## config.mk

```make
export PLATFORM = sky130hd
export DESIGN_NAME = fdrd_queue
export DESIGN_NICKNAME = d
export VERILOG_FILES = /design/src/fdrd_pkg.sv /design/src/fdrd_queue.sv
export SDC_FILE = /design/constraint.sdc
export NUM_CORES = 1
export LEC_CHECK = 0
export BUFFER_PORTS_ARGS = -buffer_cell sky130_fd_sc_hd__buf_2
export CORE_MARGIN = 3
export CORE_UTILIZATION = 55
export DETAILED_ROUTE_END_ITERATION = 10
export HOLD_SLACK_MARGIN = 0.03
export PLACE_DENSITY = 0.89
export SYNTH_ARGS = -nofsm -noshare
export SYNTH_HDL_FRONTEND = slang
export SYNTH_SLANG_ARGS = --single-unit
export TNS_END_PERCENT = 20
```

## constraint.sdc

```tcl
create_clock -name clk_i -period 3.3 [get_ports clk_i]
set_input_delay 0.495 -clock clk_i [delete_from_list [all_inputs] [get_ports clk_i]]
set_output_delay 0.495 -clock clk_i [all_outputs]
set_load 0.03 [all_outputs]
```

## src/fdrd_pkg.sv

```systemverilog
`timescale 1ns / 1ps
// ----------------------------------------------------------------------------
// fdrd_pkg
// Shared types, sizes and helpers of the frame dirty rectangle detector.
// ----------------------------------------------------------------------------
package fdrd_pkg;

  localparam int unsigned MaxWidth  = 2048;
  localparam int unsigned MaxHeight = 2048;
  localparam int unsigned PixelBits = 32;

  localparam int unsigned ColW  = $clog2(MaxWidth);
  localparam int unsigned LineW = $clog2(MaxHeight);
  localparam int unsigned SizeW = 12;
  localparam int unsigned AddrW = ColW + LineW;
  localparam int unsigned MemDepth = MaxWidth * MaxHeight;

  localparam int unsigned CfgIdxW  = 2;
  localparam int unsigned CfgDataW = 12;
  localparam int unsigned InDataW  = 32;
  localparam int unsigned OutDataW = 48;

  localparam int unsigned QueueDepth = 4;
  localparam int unsigned QueuePtrW  = $clog2(QueueDepth);

  localparam logic [SizeW-1:0] WidthReset  = SizeW'(1280);
  localparam logic [SizeW-1:0] HeightReset = SizeW'(720);
  localparam logic [ColW-1:0]  ColOnes     = '1;
  localparam logic [LineW-1:0] LineOnes    = '1;

  typedef enum logic [CfgIdxW-1:0] {
    REG_FRAME_WIDTH  = 2'd0,
    REG_FRAME_HEIGHT = 2'd1
  } cfg_reg_e;

  typedef struct packed {
    logic [PixelBits-1:0] pix;
    logic [ColW-1:0]      col;
    logic [LineW-1:0]     line;
    logic                 first;
    logic                 last;
    logic                 full;
    logic [SizeW-1:0]     width;
    logic [SizeW-1:0]     height;
  } item_t;

  function automatic logic [SizeW-1:0] clamp_size(input logic [SizeW-1:0] v,
                                                  input logic [SizeW-1:0] maxv);
    logic [SizeW-1:0] r;
    if (v == '0) begin
      r = SizeW'(1);
    end else if (v > maxv) begin
      r = maxv;
    end else begin
      r = v;
    end
    return r;
  endfunction

endpackage

```

## src/fdrd_queue.sv

```systemverilog
`timescale 1ns / 1ps
// ----------------------------------------------------------------------------
// fdrd_queue
// Short first-in first-out queue of classified pixels between the front and
// the back.
// ----------------------------------------------------------------------------
module fdrd_queue (
  input  logic            clk_i,
  input  logic            rst_ni,
  input  logic            push_i,
  input  fdrd_pkg::item_t item_i,
  output logic            full_o,
  input  logic            pop_i,
  output fdrd_pkg::item_t item_o,
  output logic            empty_o
);
  import fdrd_pkg::*;

  item_t                entries_q [QueueDepth];
  logic [QueuePtrW-1:0] wr_q, rd_q;
  logic [QueuePtrW:0]   count_q;

  assign full_o  = (count_q == (QueuePtrW+1)'(QueueDepth));
  assign empty_o = (count_q == '0);
  assign item_o  = entries_q[rd_q];

  always_ff @(posedge clk_i) begin
    if (push_i) begin
      entries_q[wr_q] <= item_i;
    end
  end

  always_ff @(posedge clk_i or negedge rst_ni) begin
    if (!rst_ni) begin
      wr_q    <= '0;
      rd_q    <= '0;
      count_q <= '0;
    end else begin
      if (push_i) begin
        wr_q <= wr_q + QueuePtrW'(1);
      end
      if (pop_i) begin
        rd_q <= rd_q + QueuePtrW'(1);
      end
      if (push_i && !pop_i) begin
        count_q <= count_q + (QueuePtrW+1)'(1);
      end else if (pop_i && !push_i) begin
        count_q <= count_q - (QueuePtrW+1)'(1);
      end
    end
  end

endmodule

```

# Word level (Yosys, flattened, before mapping)
# Memories as Yosys holds them, arrays and structs flattened.
# Cells that the tools add are included.
# totals
output_inout_bits,83
input_bits,85
memories,1
mem_bits_rw,324
elab_cells,19
regBits,7
# mem_list
name,depth,word_bits,rd,rd_ports_with_merged_regs,write_ports,line,rtl
entries_q,4,81,1,0,1,fdrd_queue.sv:19,item_t entries_q [QueueDepth];
# op_classes
n_mux,4
add_sub_neg,4
n_reduce_logical,6
eq_ne,1
# ops
op,count
2-to-1 mux 3 bit,2
"adder 2 x 1 -> 2 bit, second input constant",2
"adder 3 x 1 -> 3 bit, second input constant",1
"== test 3 bit, second input constant",1
logical NOT 3 bit,1
"subtractor 3 x 1 -> 3 bit, second input constant",1
logical AND 1 bit,2
logical NOT 1 bit,2
2-to-1 mux 1 bit,2
nonzero test 2 bit,1

# Longest topological paths before layout
# logic_depth
depth_word,4
depth_mapped,7
ltp_nobuf,7

# Worst setup path after synthesis
# No wires, ideal clock.
# synth_timing
path_kind,reg2reg
startpoint,register wr_q[0]
endpoint,"memory entries_q[2][0] (netlist name), enable pin"
path_slack_ns,0.351
period_less_slack_ns,2.949
setup_ns,0.448
stages_incl_launch_ff,4
t_required_ns,2.852
arrival_ns,2.501
n_path_buf,0
cell_sequence,dfrtp_1 -> inv_1 -> ha_1 -> and2_1
# synth_rtl
element,line,rtl
from (decl),fdrd_queue.sv:20,"logic [QueuePtrW-1:0] wr_q, rd_q;"
from (signal assigned),fdrd_queue.sv:40,wr_q <= wr_q + QueuePtrW'(1);
to (decl),fdrd_queue.sv:19,
# No word-level cell before the write port.

==> impl_results.md <==
* Post-synth EDFFs at about 320
* Final min period at a little under 3 ns
* CTS H-tree depth at 1
* Largest net degree at the start of global routing at 46
* RSZ-0062 raised after global routing: no
* Worst slew pin tran at approximately 0.63 ns
* FF/Latch Area at between 9000 and 10000 sq um
* Drt wl/cell at around 23 um
* Final net count at 739
* CP required at 2.80 ns
* Sequential area share after synthesis at 81.9%
* TritonRoute pass-1 iters at 4
* CTS Buf Count at 30
* Peak supply drop at ~890 uV
* Total grt overflow at 0
* Synth cell types at 18
* WL met2 at roughly 11000 um
* WP data arrival at approximately 2.4 ns
* Max Cap Violations at 0
* Initial antenna violation count at 2
* Asr flop ratio synth at 2.11%
* Area Overhead vs Synth at 17.6%
* Root buffer cell: clkbuf_16
* Ys Warns at 0
* Remaining DRCs at 0
* Net Sw Frac at 33.4%
* WL final at about 21000 um
* Ordered list of cells on the worst path: buf_12 -> mux4_2 -> buf_2
* Layout cells sized above 1 at 45.1%
* Final Instance Count excl. Fillers at 945
* Yosys top cell by area: edfxtp_1
* First-pass GRT wire length at around 34000 um
* Switching pwr at between 4000 and 5000 uW
* Max clock buf depth at 3
* GRT Resource Usage Total at a little under a fifth
* Full die area at between 20000 and 25000 sq um
* Mean Syn Cell Area at 26.4 sq um
* Status: completed
* HPWL Detailed at roughly 14000 um
* Clock power share at about 23%
* Fill cells at 1312
* Worst-path maximum fanout at 26
* Crit path max-delay cell type: dfrtp_4
* RePlAce Congestion at approximately 0.72
* Wl on met1 at 8130 um
* Crit end category: output pin
* Top cells by area, synth: edfxtp_1, mux4_2, dfrtp_1
* Clock skew at just over 0.01 ns
* Total power at between 10000 and 15000 uW
* Clock Sinks at about 330
* Clk_lat worst skew at about 0.54 ns
* Clk slew on worst S/H paths at 0.06 ns
* Die height at roughly 150 um
* I/O pin count at 168
* Most frequent cell after synthesis: edfxtp_1
* Tcrit/Tclk final at between 80% and 90%
* Port Buf Inserts at between 150 and 200
* Relative slew margins at between 50% and 60%
* Post-route ant nets at 0
* TNS Setup at 0 ns
* Vias per cell at approximately 5.7
* Startpoint Class: flop
* Chip Width at 154 um
* Top cell type's share of synthesized area at 80.5%
* Kind of critical path: flop to output pin
* Multi-input gate area at roughly 2000 sq um
* Postcts setup bufs at 0
* Slew Viols, Final at 0
* Placed Instances at 890
* Post-synth top cells: edfxtp_1, mux4_2, buf_2
* Worst min path class: input pin to flop
* Vias in the first global route at between 5000 and 6000
* Fmax at roughly 350 MHz
* Register share of total power at ~43%
* Leak Pwr at 0.00487 uW
* Met3 wire length at roughly 1700 um
* Setup Viol. Count Final at 0
* Internal power at about 9000 uW
* Row count at 53
* Via Count at 5399
* Core area at ~21000 sq um
* Combinational power share at approximately a third
* Initial Utilization at between 50% and 60%
* Critical Path Max Stage Delay at 0.78 ns
* Synth Flop Type: edfxtp_1
* Syn_nets at roughly 550
* Final Hold Viols at 0
* Top layer in use: met5
* Yosys reg bits at 331
* Post-Syn Area at 12100 sq um
* Post-Syn Instances at approximately 460
* Pwr dens at approximately 950 nW/um^2
* TritonCTS clock tree: done
* DR iter-0 viols at 352
## repair_timing
action	in CTS	in global routing
hold buffers	1	0
hold endpoints to repair	7	0
gates resized for setup	0	0
## critical path, delay by kind of cell, from the launching register on
kind	cells	cell delay (ns)
buf+inv	2	0.49
flops	1	0.78
mux	1	0.56
## power by group through the flow
stage          clock [uW]  sequential, uW  combinational (uW)
2_1_floorplan           0            5760                3510
3_3_place_gp            0            5870                4520
3_5_place_dp            0            5940                4610
4_1_cts              3220            5870                4630
5_1_grt              3400            5920                4800
6_report             3140            5850                4530
## placed cells by master, fill, tap and decap left out, drive strengths merged
master       count
nor2             1
inv              4
clkbuf          38
fa               1
and2             4
ha               5
nor3b            1
o21ai            1
bufinv           1
edfxtp         324
dfrtp            7
clkinv          13
diode            1
xor2             4
nor3             1
xnor2            2
buf            176
mux4            81
nand2            2
mux2             1
clkinvlp         1
dlygate4sd3      1
## final cells by class
cell class,instances,area share (%)
flip-flops and latches,331,69.7
multi-input cells,104,14.3
repair buffers,177,7.13
clock buffers,38,5.64
well taps,275,2.42
clock inverters,15,0.651
inverters,4,0.106
diodes,1,0.0176
## kinds of logic after synthesis
| group | Yosys count | share of synthesized area, % |
|---|---|---|
| mux | 82 | 15.2 |
| flops | 331 | 81.9 |
| xor+xnor | 6 | 0.435 |
| buf+inv | 22 | 1.30 |
| simple gates | 9 | 0.404 |
| fa+ha+maj | 6 | 0.683 |
| compound gates | 1 | 0.0414 |
## sequential cells by signal, indices dropped and copies added, names as in the netlist
signal,count
rd_q,2
count_q,3
wr_q,2
entries_q,324
## per-layer routing
metal	vias to the layer above	track usage (%)
met1	2793	24.0
met5	-	0
met2	218	31.1
met3	41	4.67
li1	2345	-
met4	2	4.67
## worst paths after layout
path                            start               end  slack [ns]  depth (start not counted)
max                           rd_q[0]        item_o[54]        0.41                          3
min                        item_i[76]  entries_q[2][76]        0.17                          1
max reg2reg                   wr_q[0]   entries_q[2][9]        1.38                          4
min reg2reg                count_q[2]        count_q[2]        0.50                          1
max in group asynchronous      rst_ni           rd_q[0]        2.79                          2
min in group asynchronous      rst_ni           wr_q[1]        0.32                          2
## metrics by stage
stage                     worst slack [ns]  util, %  hold slack, ns  cell area (sq um)
final                                0.407     66.8           0.171              14200
after global routing                 0.257     66.8           0.150              14200
after CTS                            0.342     66.8           0.141              14200
after detailed placement             0.913     62.5           0.340              13300
after global placement               0.944     62.5           0.333              13300
after floorplan                      0.351        -           0.199              12100
(Power assumes the default switching activity.)
