File: src/fdrd_pkg.sv
`timescale 1ns / 1ps
// ----------------------------------------------------------------------------
// fdrd_pkg
// Shared types, sizes and helpers of the frame dirty rectangle detector.
// ----------------------------------------------------------------------------
package fdrd_pkg;

  localparam int unsigned MaxWidth  = 2048;
  localparam int unsigned MaxHeight = 2048;
  localparam int unsigned PixelBits = 32;

  localparam int unsigned ColW  = $clog2(MaxWidth);
  localparam int unsigned LineW = $clog2(MaxHeight);
  localparam int unsigned SizeW = 12;
  localparam int unsigned AddrW = ColW + LineW;
  localparam int unsigned MemDepth = MaxWidth * MaxHeight;

  localparam int unsigned CfgIdxW  = 2;
  localparam int unsigned CfgDataW = 12;
  localparam int unsigned InDataW  = 32;
  localparam int unsigned OutDataW = 48;

  localparam int unsigned QueueDepth = 4;
  localparam int unsigned QueuePtrW  = $clog2(QueueDepth);

  localparam logic [SizeW-1:0] WidthReset  = SizeW'(1280);
  localparam logic [SizeW-1:0] HeightReset = SizeW'(720);
  localparam logic [ColW-1:0]  ColOnes     = '1;
  localparam logic [LineW-1:0] LineOnes    = '1;

  typedef enum logic [CfgIdxW-1:0] {
    REG_FRAME_WIDTH  = 2'd0,
    REG_FRAME_HEIGHT = 2'd1
  } cfg_reg_e;

  typedef struct packed {
    logic [PixelBits-1:0] pix;
    logic [ColW-1:0]      col;
    logic [LineW-1:0]     line;
    logic                 first;
    logic                 last;
    logic                 full;
    logic [SizeW-1:0]     width;
    logic [SizeW-1:0]     height;
  } item_t;

  function automatic logic [SizeW-1:0] clamp_size(input logic [SizeW-1:0] v,
                                                  input logic [SizeW-1:0] maxv);
    logic [SizeW-1:0] r;
    if (v == '0) begin
      r = SizeW'(1);
    end else if (v > maxv) begin
      r = maxv;
    end else begin
      r = v;
    end
    return r;
  endfunction

endpackage

File: src/fdrd_front.sv
`timescale 1ns / 1ps
// ----------------------------------------------------------------------------
// fdrd_front
// Takes pixels, holds the size registers, counts raster position and decides
// at the first pixel of each frame whether the whole frame is reported.
// ----------------------------------------------------------------------------
module fdrd_front (
  input  logic                            clk_i,
  input  logic                            rst_ni,
  input  logic                            cfg_we_i,
  input  logic [fdrd_pkg::CfgIdxW-1:0]    cfg_idx_i,
  input  logic [fdrd_pkg::CfgDataW-1:0]   cfg_data_i,
  input  logic                            in_valid_i,
  input  logic [fdrd_pkg::PixelBits-1:0]  in_pix_i,
  output logic                            in_ready_o,
  input  logic                            q_full_i,
  output logic                            q_push_o,
  output fdrd_pkg::item_t                 q_item_o
);
  import fdrd_pkg::*;

  logic [SizeW-1:0] frame_width_q, frame_height_q;
  logic [ColW-1:0]  col_q, col_d;
  logic [LineW-1:0] line_q, line_d;
  logic [SizeW-1:0] lw_q, lh_q, sw_q, sh_q;
  logic             lfull_q, pv_q;
  logic             first_c, last_c, full_c, accept_c, col_end_c;
  logic [SizeW-1:0] w_c, h_c;

  always_comb begin
    first_c   = (col_q == '0) && (line_q == '0);
    w_c       = first_c ? clamp_size(frame_width_q, SizeW'(MaxWidth)) : lw_q;
    h_c       = first_c ? clamp_size(frame_height_q, SizeW'(MaxHeight)) : lh_q;
    full_c    = first_c ? (!pv_q || (sw_q != w_c) || (sh_q != h_c)) : lfull_q;
    col_end_c = ({1'b0, col_q} + SizeW'(1)) >= w_c;
    last_c    = col_end_c && (({1'b0, line_q} + SizeW'(1)) >= h_c);
    accept_c  = in_valid_i && !q_full_i;
    col_d     = col_end_c ? '0 : col_q + ColW'(1);
    if (!col_end_c) begin
      line_d = line_q;
    end else if (last_c) begin
      line_d = '0;
    end else begin
      line_d = line_q + LineW'(1);
    end
  end

  assign in_ready_o = !q_full_i;
  assign q_push_o   = accept_c;
  assign q_item_o   = '{pix: in_pix_i, col: col_q, line: line_q, first: first_c,
                        last: last_c, full: full_c, width: w_c, height: h_c};

  always_ff @(posedge clk_i or negedge rst_ni) begin
    if (!rst_ni) begin
      frame_width_q  <= WidthReset;
      frame_height_q <= HeightReset;
    end else if (cfg_we_i) begin
      case (cfg_reg_e'(cfg_idx_i))
        REG_FRAME_WIDTH:  frame_width_q  <= cfg_data_i;
        REG_FRAME_HEIGHT: frame_height_q <= cfg_data_i;
        default: ;
      endcase
    end
  end

  always_ff @(posedge clk_i or negedge rst_ni) begin
    if (!rst_ni) begin
      col_q   <= '0;
      line_q  <= '0;
      lw_q    <= '0;
      lh_q    <= '0;
      lfull_q <= 1'b0;
      pv_q    <= 1'b0;
      sw_q    <= '0;
      sh_q    <= '0;
    end else if (accept_c) begin
      col_q  <= col_d;
      line_q <= line_d;
      if (first_c) begin
        lw_q    <= w_c;
        lh_q    <= h_c;
        lfull_q <= full_c;
      end
      if (last_c) begin
        pv_q <= 1'b1;
        sw_q <= w_c;
        sh_q <= h_c;
      end
    end
  end

endmodule

File: config.mk
export PLATFORM = sky130hd
export DESIGN_NAME = fdrd_front
export DESIGN_NICKNAME = d
export VERILOG_FILES = /design/src/fdrd_pkg.sv /design/src/fdrd_front.sv
export SDC_FILE = /design/constraint.sdc
export NUM_CORES = 1
export LEC_CHECK = 0
export CAP_MARGIN = 30
export CORE_UTILIZATION = 40
export DETAILED_ROUTE_END_ITERATION = 12
export DONT_BUFFER_PORTS = 1
export GPL_TIMING_DRIVEN = 0
export SLEW_MARGIN = 20
export SYNTH_ARGS = -nofsm -noshare
export SYNTH_HDL_FRONTEND = slang
export SYNTH_SLANG_ARGS = --single-unit
File: constraint.sdc
create_clock -name clk_i -period 9.45 [get_ports clk_i]
set_input_delay 0.945 -clock clk_i [delete_from_list [all_inputs] [get_ports clk_i]]
set_output_delay 0.945 -clock clk_i [all_outputs]
set_load 0.005 [all_outputs]
# After elaboration in Yosys (flattened, before gate mapping)
# Cells that the tools add are included.
# Widths: inputs -> output; s select.
[totals] reg_bits=96 latchBits=0 inputBits=51 mem_bits_ro=0 memories=0 word_cells=47 ram_bits=0
[op_classes] n_lt_le_gt_ge=4 addsub=4 bitwise_logic=0 n_reduce_logical=17 multipliers=0 n_eq_ne=3 shifts=0 muxes=9 div=0
[ops] cell="$mux 12" count=6
[ops] cell="$add 11x1->12 const B" count=2
[ops] cell="$ge 12x12->1" count=2
[ops] cell="$gt 12x12->1 const B" count=2
[ops] cell="$logic_not 12->1" count=2
[ops] cell="$ne 12x12->1" count=2
[ops] cell="$add 11x1->11 const B" count=2
[ops] cell="$logic_not 11->1" count=2
[ops] cell="$mux 11" count=2
[ops] cell="$reduce_and 2->1" count=5
[ops] cell="$logic_and 1x1->1" count=3
[ops] cell="$eq 2x1->1 const B" count=1
[ops] cell="$logic_not 1->1" count=2
[ops] cell="$logic_not 2->1" count=1
[ops] cell="$logic_or 1x1->1" count=2
[ops] cell="$mux 1" count=1

# Logic depth before layout (Yosys ltp)
# Gate-level depths: netlist of the first run.
[depth] depth_word=8 ltp_mapped=21

# Worst setup path before layout of the first run
# OpenSTA, ideal clock, no wires.
[synth_timing] path_kind="flip-flop to output port" from="reg col_q[0]" to="out q_item_o[25] (netlist name)" stages_incl_launch_ff=22 n_path_buf=6 t_arrival_ns=3.535 path_slack_ns=4.970 cell_sequence="dfrtp_1 inv_1 ha_1 nor4bb_1 and2_1 buf_6 nand2_4 buf_6 buf_2 clkbuf_1 o21ai_0 inv_1 ha_1 nand4_1 nor2_1 a21oi_1 o21ai_1 o211ai_1 nand2_1 clkbuf_1 and2_1 buf_4"
[synth_rtl] item="start, declared" line_no="fdrd_front.sv:23" source="logic [ColW-1:0] col_q, col_d;"
[synth_rtl] item="start signal, assigned" line_no="fdrd_front.sv:77" source="col_q <= col_d;"
[synth_rtl] item="end, declared" line_no="fdrd_front.sv:18" source="output fdrd_pkg::item_t q_item_o"

==> key figures, run 1 <==
Timing
  • Fmax achieved: 170 MHz
  • Min Hold Slack: 0.295 ns
  • Final WS setup: 3.56 ns
  • Fin crit period: 5.89 ns
  • Crit share post-route: 62.3%
  • Slew @ Worst Pin: 0.943 ns
  • Sum Neg Setup Slack: 0 ns
  • Hold Vio Cnt, Final: 0
  • # setup viols final: 0
  • Fin. max-slew vios: 0
  • Worst Skew: 0.00629 ns
  • RSZ-0062 raised after global routing: no
  • Rel. slew slack: 36.9%

Global routing
  • First-pass GRT wire length: 26.9 mm
  • Pin count of the biggest net entering global routing: 97
  • Overflow after GRT: 0
  • Antenna violations before repair: 0
  • Vias in the first global route: 4842
  • GRT Util Overall: 22.3%

Floorplanning
  • I/O Pins: 134
  • Chip width: 126 µm
  • Row Count: 44
  • Die area: 0.0158 mm²
  • CORE AREA: 0.0148 mm²
  • Initial Util: 41.5%
  • Die height: 126 µm

Routing
  • Vias per cell: 5.85
  • Final WL: 17.4 mm
  • Vias post-DR: 5035
  • Post-route ant nets: 0
  • First DRT Iteration DRCs: 384
  • DRC violations left: 16
  • TritonRoute pass-1 iters: 9
  • Wirelength per Cell: 20.2 µm

Final layout
  • Fillers: 1430
  • Most common cell after layout, fill and taps aside: dfrtp_1
  • Layout area overhead: 9.04%
  • Most frequent cells in the layout: dfrtp_1, nand2_1, o21ai_0
  • Diode count: 0
  • Final nets: 750
  • Fraction of layout cells with a size suffix above 1: 17.9%

Placed design
  • Dpl hpwl: 13.0 mm
  • PortBufs: 0
  • Final GP Congestion: 0.862
  • Place WS: 4.01 ns

Status
  • Failing checks: design-rule violations
  • Status: finished, violations left

Logic synthesis
  • Number of flops mapped to enable cells by yosys: 0
  • Flops & latches, synth: 96
  • Synth Area in Simple Gates: 17.4%
  • Mux cell area share after synthesis: 9.04%
  • Adder-cell share of the synthesized area: 5.72%
  • Synthesized area: 0.00612 mm²
  • Net Count, Synth: 739
  • Synth area leaders: dfrtp_1, mux2_2, ha_1
  • Seq/Total Area, Yosys: 39.4%
  • Xor-xnor portion of the synthesized cell area: 4.01%
  • Post-synthesis compound-gate area fraction: 15.0%
  • Largest family of logic cells by synthesized area: simple AND/OR/NAND/NOR gates
  • Most common flop cell mapped by yosys: dfrtp_1
  • Synth Area per Inst: 9.27 µm²
  • Synth warnings: 0
  • Synth cell types: 58
  • Synth top area share: 36.8%
  • Yosys top cell by area: dfrtp_1
  • Asr flop ratio synth: 100%
  • Synthesized netlist cell count: 660

Power
  • Pleak: 3.09 nW
  • VDD IR max: 0.101 mV
  • Cell area power density: 319 mW/mm²

Critical path
  • Crit path max fanout: 10
  • Worst Path Required: 8.51 ns
  • CP arrival: 4.94 ns
  • Worst setup EP type: output port
  • Crit start category: flip-flop
  • Crit Path Category: reg -> out

Clock tree
  • Clk_lat worst skew: 0.35 ns
  • CTS hold repair buffers: 0
  • Post-CTS Setup Inserts: 0
  • Root Driver: clkbuf_16
  • Clock transition at the registers of the reported paths: 0.06 ns
  • H-tree depth: 3
  • Clk buf depth: 2
  • Clk sinks: 96
  • TritonCTS clock tree: yes
  • Resize count post-CTS: 0
  • TritonCTS buffer count: 9

Run
  • Max-cap violations: 0

Hold path
  • Hold crit path type: in -> async
## path summary, 6_finish.rpt
check                                     start  cells past startpoint                            end  slack, ns
setup / recovery           col_q[0]$_DFFE_PN0P_                     16                   q_item_o[25]       3.56
hold / removal                           rst_ni                      0   frame_width_q[7]$_DFFE_PN0P_       0.30
setup reg to reg           col_q[0]$_DFFE_PN0P_                     21            sh_q[4]$_DFFE_PN0P_       4.01
hold reg to reg             lw_q[0]$_DFFE_PN0P_                      2            lw_q[0]$_DFFE_PN0P_       0.48
max in group asynchronous                rst_ni                      0  frame_height_q[6]$_DFFE_PN1P_       8.95
min in group clk_i          lw_q[0]$_DFFE_PN0P_                      2            lw_q[0]$_DFFE_PN0P_       0.48
## cell type report
class / instances / area (µm²) / share of cell area, %
Sequential cell: 96 / 2410 / 36.1
Clock buffer: 11 / 243 / 3.64
Tap cell: 184 / 230 / 3.45
Buffer: 66 / 417 / 6.24
Clock inverter: 5 / 80.1 / 1.20
Multi-Input combinational cell: 455 / 3130 / 46.9
Inverter: 43 / 161 / 2.42
## registers in the layout, summed over array words and instances, names as in the netlist, 11 cells and up
| register | count |
|---|---|
| line_q | 11 |
| sh_q | 12 |
| lh_q | 12 |
| lw_q | 12 |
| sw_q | 12 |
| frame_width_q | 12 |
| col_q | 11 |
| frame_height_q | 12 |
## per-layer routing
metal  GRT usage (%)  wire length [µm]  vias to the layer above
met1            27.7              7240                     2430
li1                -                 -                     2313
met4            10.3               650                        2
met5            2.17                44                        -
met2            35.9              7940                      235
met3            6.03              1490                       55
## cell families after synthesis
family                     Yosys count
and+or+nand+nor                    207
AOI/OAI and AO/OA                  142
buffers and inverters              109
DFF                                 96
muxes                               50
xor gates and xnor gates            28
adders and majority gates           28
## where the power goes
group          internal, mW  switching (mW)
clock                 0.239           0.160
sequential            0.536           0.120
combinational         0.388           0.685
## synth_stat cells, types with 5 or more instances
library cell / number
dfrtp_1: 90
nor2b_1: 10
and2_1: 8
nor2_1: 17
nor4_1: 7
nand2b_1: 21
buf_4: 37
buf_2: 6
a22o_1: 11
nand4_1: 5
nand3_1: 15
mux2i_1: 8
xor2_1: 12
nand2_1: 84
o21ai_0: 54
clkbuf_1: 19
xnor2_1: 16
inv_1: 40
mux2_2: 41
o31ai_1: 6
a21oi_1: 19
ha_1: 28
a21o_1: 8
and3_1: 8
o211ai_1: 5
dfstp_2: 6
nor3_1: 14
a31oi_1: 5
## per-stage QoR
step / cell area [µm²] / utilization [%] / std cells / power [mW]
after global routing: 6670 / 45.2 / 860 / 2.27
after global placement: 6350 / 43.0 / 844 / 1.68
after detailed placement: 6350 / 43.0 / 844 / 1.71
final: 6670 / 45.2 / 860 / 2.13
after floorplan: 6120 / - / 660 / 1.37
after CTS: 6670 / 45.2 / 860 / 2.12
## worst max-delay path: stages, from the launching register on
cell and delay [ns]:
dfrtp_1 0.48, inv_1 0.10, ha_1 0.13, nor4bb_1 0.34, and2_1 0.19, buf_6 0.15
nand2_4 0.08, clkbuf_1 0.27, clkbuf_1 0.35, o21ai_0 0.51, inv_1 0.23, ha_1 0.38
a2111oi_0 0.38, o211ai_1 0.17, a221o_1 0.48, and2_1 0.22, buf_4 0.13
No activity file was read; power rests on OpenSTA's default activity.
==> run 2: changes to the inputs <==
--- a/config.mk
+++ b/config.mk
@@ -5,6 +5,7 @@
 export SDC_FILE = /design/constraint.sdc
 export NUM_CORES = 1
 export LEC_CHECK = 0
+export ABC_AREA = 1
 export CAP_MARGIN = 30
 export CORE_UTILIZATION = 40
 export DETAILED_ROUTE_END_ITERATION = 12
==> constraint.sdc (replaced) <==
create_clock -name clk_i -period 5.4 [get_ports clk_i]
set_input_delay 0.54 -clock clk_i [delete_from_list [all_inputs] [get_ports clk_i]]
set_output_delay 0.54 -clock clk_i [all_outputs]
set_load 0.005 [all_outputs]
==> run 2 against run 1 <==
  * The flow still finishes with violations (design-rule violations)
  * Design area shrank 1.4%
  * Clock-buffer cell count grew 5
  * Highest routed layer is now met4
  * Largest power group unchanged
  * First-iteration DRC count up 2.6%
  * Utilization is 0.29 points lower
==> key figures, run 2 <==
Global routing
  • Antenna violations before repair: 0 (unchanged)
  • Overflow after GRT: 0 (unchanged)
  • GRT Util Overall: 21.8% (-0.54 points)
  • Vias in the first global route: 4754 (-1.8%)
  • First-pass GRT wire length: 26.2 mm (-2.7%)
  • Pin count of the biggest net entering global routing: 91 (-6.2%)

Clock tree
  • Clock transition at the registers of the reported paths: 0.07 ns (about the same)
  • Clk sinks: 96 (unchanged)
  • Clk_lat worst skew: 0.35 ns (about the same)
  • TritonCTS clock tree: yes
  • TritonCTS buffer count: 9 (unchanged)
  • Clk buf depth: 2 (unchanged)
  • Post-CTS Setup Inserts: 0 (unchanged)
  • Root Driver: clkbuf_16
  • H-tree depth: 3 (unchanged)

Logic synthesis
  • Synth area leaders: dfrtp_1, nand2_1, o21ai_0
  • Seq/Total Area, Yosys: 39.9% (+0.51 points)
  • Synth Area per Inst: 7.27 µm² (-22%)
  • Net Count, Synth: 910 (+23%)
  • Synthesized area: 0.00604 mm² (-1.3%)
  • Count leader, synth: nand2_1
  • Yosys top cell by area: dfrtp_1
  • Synthesized netlist cell count: 831 (+26%)
  • Most common flop cell mapped by yosys: dfrtp_1
  • Asr flop ratio synth: 100% (unchanged)
  • Synth cell types: 34 (-41%)
  • Number of flops mapped to enable cells by yosys: 0 (unchanged)
  • Synth top area share: 37.3% (+0.48 points)
  • Flops & latches, synth: 96 (unchanged)
  • Synth cell count leaders: nand2_1, inv_1, o21ai_0
  • Synth warnings: 0 (unchanged)

Power
  • Total power: 2.95 mW (+38%)
  • Cell area power density: 448 mW/mm² (+40%)
  • Pleak: 3.31 nW (+7.1%)
  • VDD IR max: 0.273 mV (+170%)

Critical path
  • Reg2Reg Setup Slack: 0.72 ns (-3.29 ns)
  • R2r endpoint: sw_q[1]$_DFFE_PN0P_
  • Crit Path Category: reg -> reg
  • Setup crit end: sw_q[1]$_DFFE_PN0P_
  • Worst reg-to-reg path cell count: 21 (unchanged)
  • Launch point of the worst reg-to-reg path: col_q[0]$_DFFE_PN0P_
  • Worst Path Required: 5.60 ns (-2.91 ns)
  • CP arrival: 4.88 ns (-0.06 ns)
  • Crit start category: flip-flop
  • Worst setup EP type: flip-flop
  • Crit path max fanout: 10 (unchanged)
  • Crit path from: col_q[0]$_DFFE_PN0P_

Final layout
  • Fraction of layout cells with a size suffix above 1: 10.5% (-7.4 points)
  • Most common cell after layout, fill and taps aside: nand2_1
  • Final nets: 922 (+23%)
  • Layout area overhead: 8.93%
  • Most frequent cells in the layout: nand2_1, inv_1, o21ai_0
  • Diode count: 0 (unchanged)

Timing
  • Fmax achieved: 214 MHz
  • Worst Skew: 0.00784 ns (+0.00155 ns)
  • Crit share post-route: 86.6%
  • Slew @ Worst Pin: 0.735 ns (-0.208 ns)
  • Hold Vio Cnt, Final: 0 (unchanged)
  • # setup viols final: 0 (unchanged)
  • Sum Neg Setup Slack: 0 ns (unchanged)
  • Rel. slew slack: 51.0% (+14 points)
  • RSZ-0062 raised after global routing: no
  • Fin. max-slew vios: 0 (unchanged)
  • Fin crit period: 4.68 ns

Floorplanning
  • Die area: 0.0156 mm² (-1.3%)
  • Initial Util: 41.3% (-0.23 points)
  • Die height: 125 µm (-0.64%)
  • Row Count: 44 (unchanged)
  • CORE AREA: 0.0146 mm² (-0.75%)
  • Chip width: 125 µm (-0.64%)
  • I/O Pins: 134 (unchanged)

Status
  • Status: finished, violations left
  • Failing checks: design-rule violations

Routing
  • First DRT Iteration DRCs: 394 (+2.6%)
  • TritonRoute pass-1 iters: 9 (unchanged)
  • Vias per cell: 4.97 (-15%)
  • DRC violations left: 14 (-2)
  • Vias post-DR: 5126 (+1.8%)
  • Wirelength per Cell: 15.6 µm (-23%)
  • Post-route ant nets: 0 (unchanged)
  • Final WL: 16.1 mm (-7.3%)

Placed design
  • Final GP Congestion: 0.824 (-4.4%)
  • PortBufs: 0 (unchanged)
  • Dpl hpwl: 12.1 mm (-6.8%)

Hold path
  • Hold crit path type: in -> async

Run
  • Max-cap violations: 0 (unchanged)
[run 2: area by class of cell]
class                      count  area [µm²]
fill                        1509        8060
timing repair buffer           1        27.5
clock buffer                  16         282
tap                          184         230
inverter                     114         428
buffer                        54         359
multi-input combinational    567        2840
sequential                    96        2410
[run 2: metal layers]
layer	global-route usage, %	part of all wire, %	vias up	routed length, µm
li1	-	-	2633	-
met1	30.0	48	2345	7770
met2	34.5	44	135	7150
met3	4.34	5.8	13	928
met4	6.46	1.4	0	227
met5	0	0	-	0
[run 2: metrics by stage]
step | instances | setup slack, ns | hold slack, ns | util (%) | instance area (µm²)
final | 1032 | 0.723 | 0.0355 | 44.9 | 6580
after global routing | 1032 | 0.307 | 0.0235 | 44.9 | 6580
after CTS | 1032 | 0.757 | 0.0264 | 44.9 | 6580
after detailed placement | 1015 | 0.853 | 0.249 | 42.8 | 6270
after global placement | 1015 | 0.800 | 0.248 | 42.8 | 6270
after floorplan | 831 | 2.10 | 0.244 | - | 6040
[run 2: logic make-up after synthesis]
logic type | synth area share [%]
AND/OR/NAND/NOR | 28.9
buffers and inverters | 13.0
AO/OA/AOI/OAI | 10.5
flip-flops | 39.9
adder cells (fa/ha/maj) | 5.80
XOR/XNOR | 1.88
[run 2: how the worst min path moves through the flow]
stage                                     to  cells past startpoint   start
3_5_place_dp   frame_height_q[2]$_DFFE_PN0P_                      0  rst_ni
3_3_place_gp             sh_q[3]$_DFFE_PN0P_                      0  rst_ni
6_report       frame_height_q[6]$_DFFE_PN1P_                      0  rst_ni
5_1_grt        frame_width_q[10]$_DFFE_PN1P_                      0  rst_ni
2_1_floorplan           col_q[0]$_DFFE_PN0P_                      0  rst_ni
4_1_cts        frame_height_q[6]$_DFFE_PN1P_                      0  rst_ni
[run 2: where the power goes]
part           leakage, nW  internal, mW  switching, mW  total, mW
combinational         1.92         0.444          0.913       1.36
sequential            1.26         0.855          0.112      0.967
clock                0.137         0.352          0.272      0.624
[run 2: worst max-delay path, cell delays in order, from the launching register on]
cell,delay [ns]
dfrtp_1,0.43
inv_1,0.13
ha_1,0.24
inv_1,0.06
nor3_1,0.17
nand3_1,0.20
nor2_4,0.27
buf_6,0.19
nand3_1,0.11
nand2_1,0.20
inv_1,0.08
ha_1,0.29
nand2_1,0.06
o21ai_0,0.17
nand2_1,0.07
o211ai_1,0.08
a31oi_1,0.07
nand2_1,0.21
nand2_1,0.18
nor2_1,0.50
clkbuf_1,0.63
o21ai_0,0.17
[run 2: what timing repair did]
item,in CTS,in global routing
hold buffers,1,0
hold endpoints to repair,90,0
resized for setup,0,0
